**config.mk**
```make
export PLATFORM = sky130hd
export DESIGN_NAME = hsi_cordic_stage
export DESIGN_NICKNAME = d
export VERILOG_FILES = /design/src/rgb_to_hsi_pixel_top_assert.svh /design/src/hsi_pkg.sv /design/src/hsi_cordic_stage.sv
export SDC_FILE = /design/constraint.sdc
export NUM_CORES = 1
export LEC_CHECK = 0
export BUFFER_PORTS_ARGS = -buffer_cell sky130_fd_sc_hd__buf_4
export CAP_MARGIN = 20
export CORE_MARGIN = 4
export CORE_UTILIZATION = 30
export DETAILED_ROUTE_END_ITERATION = 10
export GPL_TIMING_DRIVEN = 0
export SLEW_MARGIN = 15
export SYNTH_ARGS = -nofsm -noshare
export SYNTH_HDL_FRONTEND = slang
export SYNTH_SLANG_ARGS = --single-unit
export TNS_END_PERCENT = 50
```
**constraint.sdc**
```tcl
create_clock -name vclk -period 10.5
set_input_delay 2.1 -clock vclk [all_inputs]
set_output_delay 2.1 -clock vclk [all_outputs]
set_load 0.05 [all_outputs]
```
**src/rgb_to_hsi_pixel_top_assert.svh**
```systemverilog
// Assertion macros used by the top level of the pixel converter.
`ifndef RGB_TO_HSI_PIXEL_TOP_ASSERT_SVH
`define RGB_TO_HSI_PIXEL_TOP_ASSERT_SVH
// Implication checked at every rising clock edge outside reset.
`define HSI_ASSERT_IMPL(label, ante, cons) \
    label: assert property (@(posedge clk) disable iff (!rst_n) (ante) |-> (cons)) \
        else $error("assertion failed");
// Next-cycle implication checked outside reset.
`define HSI_ASSERT_NEXT(label, ante, cons) \
    label: assert property (@(posedge clk) disable iff (!rst_n) (ante) |=> (cons)) \
        else $error("assertion failed");
`endif

```
**src/hsi_pkg.sv**
```systemverilog
// Package with constants and the arctangent table of the conversion.
package hsi_pkg;
    localparam int CordicIters = 16;
    localparam int ZW = 18;
    localparam int XW = 28;
    localparam int DivSteps = 16;
    localparam logic [ZW-1:0] HueHalf = 18'sd32768;
    localparam logic [14:0] Sqrt3Q14 = 15'd28378;

    function automatic logic [ZW-1:0] atan_entry(input logic [3:0] i);
        logic [ZW-1:0] v;
        unique case (i)
            4'd0: v = 18'd8192;
            4'd1: v = 18'd4836;
            4'd2: v = 18'd2555;
            4'd3: v = 18'd1297;
            4'd4: v = 18'd651;
            4'd5: v = 18'd326;
            4'd6: v = 18'd163;
            4'd7: v = 18'd81;
            4'd8: v = 18'd41;
            4'd9: v = 18'd20;
            4'd10: v = 18'd10;
            4'd11: v = 18'd5;
            4'd12: v = 18'd3;
            4'd13: v = 18'd1;
            4'd14: v = 18'd1;
            default: v = 18'd0;
        endcase
        return v;
    endfunction
endpackage

```
**src/hsi_cordic_stage.sv**
```systemverilog
// One CORDIC vectoring iteration with fixed shift.
module hsi_cordic_stage
    import hsi_pkg::*;
#(
    parameter int Shift = 0
) (
    input  logic signed [XW-1:0] x_in,
    input  logic signed [XW-1:0] y_in,
    input  logic signed [ZW-1:0] z_in,
    output logic signed [XW-1:0] x_out,
    output logic signed [XW-1:0] y_out,
    output logic signed [ZW-1:0] z_out
);
    logic signed [XW-1:0] dx;
    logic signed [XW-1:0] dy;
    logic signed [ZW-1:0] da;

    assign dx = y_in >>> Shift;
    assign dy = x_in >>> Shift;
    assign da = atan_entry(4'(Shift));

    always_comb
    begin
        if (y_in >= 0)
        begin
            x_out = x_in + dx;
            y_out = y_in - dy;
            z_out = z_in + da;
        end
        else
        begin
            x_out = x_in - dx;
            y_out = y_in + dy;
            z_out = z_in - da;
        end
    end
endmodule
```
==> Word level (Yosys, flattened, before mapping) <==
Index checks and enable logic that the tools add are counted.
{ "classes": {"addsub": 5, "n_lt_le_gt_ge": 1, "muxes": 3} }
{ "ops": {"columns": ["operator", "count"], "rows": [
  ["2-to-1 mux 28 bit", 2],
  ["subtractor 28 bit", 2],
  ["adder 28 bit", 1],
  [">= comparator 28 x 1 -> 1 bit (second input constant)", 1],
  ["adder 18 x 15 -> 18 bit (second input constant)", 1],
  ["2-to-1 mux 18 bit", 1],
  ["subtractor 18 x 15 -> 18 bit (second input constant)", 1]
]} }
{ "totals": {"inputBits": 74, "word_cells": 9, "regBits": 0} }

==> Longest topological paths before layout <==
Gate-level depths: netlist of run 1.
{ "depth": {"word_depth": 2, "depth_mapped": 11} }

==> Worst setup path before layout of run 1 <==
OpenSTA, ideal clock, no wires.
{ "synth_path": {"kind": "input to output", "start": "input x_in[10]", "end": "output y_out[22]", "path_buffers": 1, "arrival_ns": 5.223, "path_slack_ns": 3.177, "required_ns": 8.400, "stages": 10, "path_cell_list": "inv_1 -> ha_1 -> clkbuf_1 -> nand2_1 -> nor4_1 -> o2111ai_1 -> nand2_1 -> o31ai_1 -> and4_1 -> nor4_1"} }
{ "synth_between": {"elab_chain_len": 2, "elab_cells_between_ends": 3} }
{ "synth_rtl": {"columns": ["element", "line_no", "rtl"], "rows": [
  ["start, declared", "hsi_cordic_stage.sv:7", "input logic signed [XW-1:0] x_in,"],
  ["adder 28 bit / subtractor 28 bit (equally long branches)", "hsi_cordic_stage.sv:33, hsi_cordic_stage.sv:27", null],
  ["2-to-1 mux 28 bit (*)", "hsi_cordic_stage.sv:24", "if (y_in >= 0)"],
  ["end, declared", "hsi_cordic_stage.sv:11", "output logic signed [XW-1:0] y_out,"]
]} }
Every way passes the cells marked *; elsewhere a longest branch is shown, timed or not.

==> Worst setup path after layout of run 1 <==
{ "layout_path": {"start": "input x_in[10]", "end": "output x_out[15]"} }
{ "layout_between": {"elab_chain_len": 2, "elab_cells_between_ends": 3} }
{ "layout_rtl": {"columns": ["element", "line_no", "rtl"], "rows": [
  ["subtractor 28 bit / adder 28 bit (equally long branches)", "hsi_cordic_stage.sv:32, hsi_cordic_stage.sv:26", null],
  ["2-to-1 mux 28 bit (*)", "hsi_cordic_stage.sv:24", null],
  ["end, declared", "hsi_cordic_stage.sv:10", "output logic signed [XW-1:0] x_out,"]
]} }
Marked as above.

==> results of run 1 <==
==> worst max-delay path: stages <==
cell and delay [ns]:
buf_4 0.09, inv_1 0.04, ha_1 0.33, clkbuf_1 0.26, nor3_1 0.26, o2111ai_1 0.14, a21oi_1 0.39, o21ai_0 0.24
and2b_1 0.26, o31ai_1 0.41, o21ai_0 0.17, xor2_1 0.32, buf_4 0.27
==> power groups by stage <==
stage / Clock [uW] / Combinational [uW] / Sequential, uW
floorplan: 0 / 436 / 0
global placement: 0 / 621 / 0
detailed placement: 0 / 622 / 0
CTS: 0 / 624 / 0
global route: 0 / 666 / 0
finish: 0 / 625 / 0
==> cell usage after synthesis, types with 3 or more instances <==
cell / count
and2_1: 5
o21bai_1: 13
a21boi_0: 6
or3_1: 5
o21ai_0: 41
ha_1: 91
nor4_1: 5
nor2b_1: 14
nand2b_1: 8
mux2i_1: 16
buf_2: 9
buf_4: 14
clkbuf_1: 17
a211oi_1: 7
nand4_1: 7
o2111ai_1: 3
xor2_1: 13
nand3_1: 7
nand2_1: 45
o31ai_1: 11
xnor2_1: 41
nor2_1: 51
buf_1: 10
o21a_1: 9
a31oi_1: 8
a21oi_1: 81
a21o_1: 22
inv_1: 82
fa_1: 3
nor3_1: 19
nand3b_1: 3
or2_2: 3
o211ai_1: 14
a2111oi_0: 4
o21ai_1: 9
==> through the flow <==
stage | utilization (%) | setup slack [ns] | cell area (um2)
finish | 38.40 | 3.124 | 6390
global route | 38.40 | 3.047 | 6390
CTS | 38.40 | 3.282 | 6390
detailed placement | 38.40 | 3.286 | 6390
global placement | 38.40 | 3.285 | 6390
floorplan | - | 3.177 | 5101
==> how the worst max path moves through the flow <==
stage / from / to / slack, ns / cells past startpoint
finish: x_in[10] / x_out[15] / 3.12 / 13
global route: x_in[10] / x_out[15] / 3.05 / 13
CTS: x_in[10] / x_out[15] / 3.28 / 13
detailed placement: x_in[10] / x_out[15] / 3.29 / 13
global placement: x_in[10] / x_out[15] / 3.28 / 13
floorplan: x_in[10] / y_out[22] / 3.18 / 10
==> cell families (layout without fill, tap and decap cells) <==
group / count (synthesis) / in the layout / share of synthesized area [%]
compound gates: 264 / 264 / 34.85
xor+xnor: 54 / 54 / 9.271
fa+ha+maj: 94 / 94 / 23.50
buf+inv: 136 / 271 / 11.41
mux: 16 / 16 / 3.139
simple gates: 184 / 184 / 17.83
==> layer usage <==
layer,wire [um],up-vias,track usage (%)
met1,8396,2674,25.64
met4,395,0,3.120
met5,0,-,0
met3,1510,32,2.037
li1,-,2899,-
met2,8559,295,30.81
==> cells in the final DEF (no fill, tap or decap), types with 3 or more instances in the layout <==
| master | instances |
|---|---|
| mux2i_1 | 16 |
| nand3b_1 | 3 |
| a211oi_1 | 7 |
| o31ai_1 | 11 |
| o21ai_0 | 41 |
| buf_2 | 9 |
| nand4_1 | 7 |
| o21a_1 | 9 |
| ha_1 | 91 |
| o21ai_1 | 9 |
| o21bai_1 | 13 |
| buf_4 | 149 |
| a2111oi_0 | 4 |
| nor4_1 | 5 |
| a21o_1 | 22 |
| inv_1 | 82 |
| a31oi_1 | 8 |
| xor2_1 | 13 |
| fa_1 | 3 |
| o211ai_1 | 14 |
| or3_1 | 5 |
| clkbuf_1 | 17 |
| nand2b_1 | 8 |
| a21oi_1 | 81 |
| nand2_1 | 45 |
| o2111ai_1 | 3 |
| xnor2_1 | 41 |
| nor3_1 | 19 |
| a21boi_0 | 6 |
| nor2_1 | 51 |
| or2_2 | 3 |
| nand3_1 | 7 |
| buf_1 | 10 |
| nor2b_1 | 14 |
| and2_1 | 5 |
==> cell type report <==
cell class / count / area [um2] / area share (%)
Buffer: 51 / 262.8 / 4.112
Inverter: 85 / 319.1 / 4.993
Multi-Input combinational cell: 612 / 4519 / 70.73
Tap cell: 220 / 275.3 / 4.308
Timing Repair Buffer: 135 / 1013 / 15.86
==> impl_metrics.csv, run 1 <==
group,metric,value,unit
power,power_switching,422.7,uW
synth,syn_nets,916,
power,powerDensity,97.80,mW/mm2
synth,synth_top_area_share,22.32,%
floorplanning,pin_count,148,
power,p_seq_share,0,%
cells_and_area,nClkBuffers,0,
critical_path,cp.arrival,5.28,ns
cells_and_area,finalNonFillerCells,1103,
route,ant_nets,0,
power,power,625.0,uW
clocking,cts_hold_buf,0,
synth,syn-instance-count,748,
min_path,whs_endpoint,"z_out[0]",
power,pwr-share-comb,100.0,%
cells_and_area,layout.area.seq,0,um2
route,drt_iter0_markers,458,
placed_design,port_buffers,135,
synth,synth-seq-area-share,0,%
sta,rsz0062_at_grt,"no",
sta,setup_viol,0,
clocking,ctsResizeCount,0,
global_route,grt_start_max_net_pins,11,
route,routedWlPerCell,17.10,um
sta,fmax,0.1356,GHz
critical_path,cp_max_fo,10,
synth,avgSynthCellArea,6.820,um2
route,vias,5900,
cells_and_area,layout-drive-gt1-share,20.39,%
synth,synth_area_leader_cell,"ha_1",
route,drc,0,
floorplanning,die_y,138.4,um
synth,syn-cell-area,0.005101,mm2
power,internal_power,202.3,uW
cells_and_area,antenna_cells,0,
sta,fin_tns_setup,0,ns
sta,fin_crit,7.376,ns
sta,slew_headroom,36.74,%
synth,ys_types,76,
cells_and_area,flops_and_latches,0,
route,drt_first_pass_iters,5,
critical_path,critical_path_class,"input port to output pin",
sta,worstMarginPinSlew,0.9489,ns
outcome,status,"finished clean",
power,ir_worst_vdd,0.06621,mV
floorplanning,start_util,30.65,%
floorplanning,die_w,138.4,um
sta,slew_viol_final,0,
route,viasPerCell,5.349,
placed_design,place_congestion,0.9132,
power,p_clk_share,0,%
global_route,grt_pass1_wl,29.75,mm
global_route,antenna_found_initial,0,
global_route,grt_overflow,0,
global_route,grt_pass1_vias,5714,
power,p_sw_share,67.63,%
cells_and_area,fillers,1821,
min_path,whs_path_depth,2,
cells_and_area,synthToLayoutAreaGrowth,25.26,%
global_route,grt_use_total,18.32,%
floorplanning,num_rows,47,
min_path,min_path_type,"input port to output pin",
sta,whs,4.454,ns
critical_path,required,8.40,ns
sta,finalHoldViolCount,0,
cells_and_area,layout.nets,1053,
min_path,worstHoldStart,"z_in[0]",
route,drt-total-wl,18.86,mm
run,max_cap_violations,0,
floorplanning,die-area,0.01915,mm2
synth,yosys_warnings,0,
critical_path,startpoint_type,"input port",
power,p_leak,0.003097,uW
clocking,postCtsSetupBuffers,0,
sta,period_share,70.25,%
synth,netlist_top_cells_area,"ha_1, a21oi_1, xnor2_1",
floorplanning,coreArea,0.01664,mm2
placed_design,hpwlAfterDp,15.72,mm
placed_design,dp_cells,1103,
critical_path,end_kind,"output pin",
(Power assumes the default switching activity.)
==> inputs of run 2 (changes only) <==
--- a/config.mk
+++ b/config.mk
@@ -5,6 +5,7 @@
 export SDC_FILE = /design/constraint.sdc
 export NUM_CORES = 1
 export LEC_CHECK = 0
+export ABC_AREA = 1
 export BUFFER_PORTS_ARGS = -buffer_cell sky130_fd_sc_hd__buf_4
 export CAP_MARGIN = 20
 export CORE_MARGIN = 4
==> constraint.sdc (replaced) <==
create_clock -name vclk -period 5.9
set_input_delay 1.18 -clock vclk [all_inputs]
set_output_delay 1.18 -clock vclk [all_outputs]
set_load 0.05 [all_outputs]
==> impl_metrics.csv, run 2 <==
group,metric,value,unit
outcome,status,"finished clean",
cells_and_area,layout_commonest_cell,"nand2_1",
global_route,use_met1,29.46,%
synth,synth_top_family_by_area,"simple AND/OR/NAND/NOR gates",
route,ant_nets,0,
floorplanning,start_util,30.41,%
cells_and_area,synthToLayoutAreaGrowth,20.44,%
synth,synth-seq-area-share,0,%
floorplanning,coreArea,0.02182,mm2
critical_path,cp_common_cell,"nand2_1",
global_route,grt_use_total,20.25,%
clocking,cts_hold_buf,0,
sta,finalHoldViolCount,0,
placed_design,place_congestion,0.9755,
critical_path,cp_max_fo,4,
cells_and_area,nClkBuffers,0,
run,max_cap_violations,0,
sta,worstMarginPinSlew,0.8073,ns
route,drt-total-wl,25.87,mm
critical_path,required,4.72,ns
sta,whs,2.615,ns
clocking,ctsResizeCount,0,
power,power,1144,uW
synth,syn_nets,1470,
power,powerDensity,143.2,mW/mm2
cells_and_area,layout.nets,1606,
sta,fin_tns_setup,0,ns
critical_path,crit_buf_inv,4,
synth,synth_area_leader_cell,"nand2_1",
placed_design,dp_cells,1716,
critical_path,path_cells,"buf_4 -> ha_1 -> inv_1 -> fa_1 -> inv_1 -> nand2_1 -> o21ai_2 -> nand2_1 -> nand2_1 -> nand2_1 -> nand2_1 -> xor2_1 -> nand2_1 -> nand2_1 -> buf_4",
global_route,grt_pass1_vias,7932,
floorplanning,num_rows,54,
critical_path,cp_slowest_cell,"fa_1",
critical_path,end_kind,"output pin",
synth,syn-instance-count,1302,
synth,avgSynthCellArea,5.097,um2
route,drt_first_pass_iters,6,
critical_path,critical_path_class,"input port to output pin",
sta,rsz0062_at_grt,"no",
synth,synth_top_area_share,25.23,%
route,drc,0,
critical_path,cp_top_family,"simple AND/OR/NAND/NOR gates",
cells_and_area,flops_and_latches,0,
cells_and_area,antenna_cells,0,
cells_and_area,layout.area.seq,0,um2
global_route,grt_start_max_net_pins,11,
sta,period_share,77.22,%
global_route,grt_pass1_wl,40.25,mm
cells_and_area,layout-drive-gt1-share,14.55,%
synth,netlist_top_cells_area,"nand2_1, ha_1, inv_1",
critical_path,startpoint_type,"input port",
min_path,min_path_type,"input port to output pin",
synth,synth.most_common_cell,"nand2_1",
route,drt_iter0_markers,803,
synth,synth_xor_area_share,2.640,%
cells_and_area,fin_area,0.007993,mm2
route,viasPerCell,4.931,
global_route,top_usage_layer,"met2",
placed_design,port_buffers,134,
critical_path,cp.arrival,3.38,ns
global_route,use_met3,1.189,%
synth,yosys_warnings,0,
global_route,antenna_found_initial,0,
sta,fmax,0.2195,GHz
route,vias,8462,
floorplanning,die_w,156.7,um
cells_and_area,layout_common_cells,"nand2_1, inv_1, buf_4",
global_route,met2_usage,34.10,%
synth,yosys.area_share.simple,46.02,%
clocking,postCtsSetupBuffers,0,
synth,synth_compound_area_share,13.50,%
sta,slew_headroom,46.18,%
placed_design,place_area,0.007993,mm2
power,p_leak,0.004812,uW
floorplanning,pin_count,148,
sta,slew_viol_final,0,
synth,muxShareOfSynthArea,0.3017,%
floorplanning,die_y,156.7,um
synth,synth_fa_ha_area_share,18.06,%
placed_design,hpwlAfterDp,22.71,mm
floorplanning,die-area,0.02456,mm2
route,routedWlPerCell,15.08,um
critical_path,slowest_delay,0.39,ns
cells_and_area,finalNonFillerCells,1716,
synth,ys_types,37,
power,ir_worst_vdd,0.07440,mV
synth,syn-cell-area,0.006636,mm2
global_route,grt_overflow,0,
sta,setup_viol,0,
sta,fin_crit,4.556,ns
synth,synth_common_cells,"nand2_1, inv_1, nand3_1",
run 2: changes by cell type after synthesis, sizes merged, moves of 11 or more:
cell and change:
clkbuf -11, a21o -22, nand4 +28, nor2b -15, buf +11, nor3 -12
nand2 +404, mux2i -14, o31ai -11, nor2 +39, nand3 +129, xnor2 -39
inv +163, o211ai -16
run 2: layout make-up:
class | instances | area [um2]
buffer | 51 | 360.3
fill | 2531 | 13830
inverter | 248 | 932.1
multi-input combinational | 1003 | 5344
tap | 280 | 350.3
timing repair buffer | 134 | 1006
run 2: logic make-up (layout without fill, tap and decap cells):
logic type	after synthesis	in the layout
buffers and inverters	299	433
AND/OR/NAND/NOR	720	720
AO/OA/AOI/OAI	167	167
adder cells (fa/ha/maj)	94	94
XOR/XNOR	20	20
multiplexers	2	2
run 2: layer usage:
| metal | routed length (um) | up-vias |
|---|---|---|
| li1 | - | 4317 |
| met4 | 244 | 0 |
| met3 | 1913 | 16 |
| met2 | 11610 | 313 |
| met1 | 12110 | 3816 |
| met5 | 0 | - |
run 2: power by group:
group / switching (uW) / leakage [uW] / total, uW / internal [uW]
logic: 801 / 0.00481 / 1140 / 344
clock network: 0 / 0 / 0 / 0
registers: 0 / 0 / 0 / 0
run 2: per-stage QoR:
step / worst slack (ns) / util, %
after floorplan: 1.311 / -
after global placement: 1.408 / 36.62
after detailed placement: 1.396 / 36.62
after CTS: 1.383 / 36.62
after global routing: 1.149 / 36.62
final: 1.344 / 36.62
run 2: path summary, 6_finish.rpt:
check,startpoint,endpoint,slack [ns],cells after the start
max,x_in[0],x_out[16],1.34,15
min,z_in[10],z_out[10],2.61,2
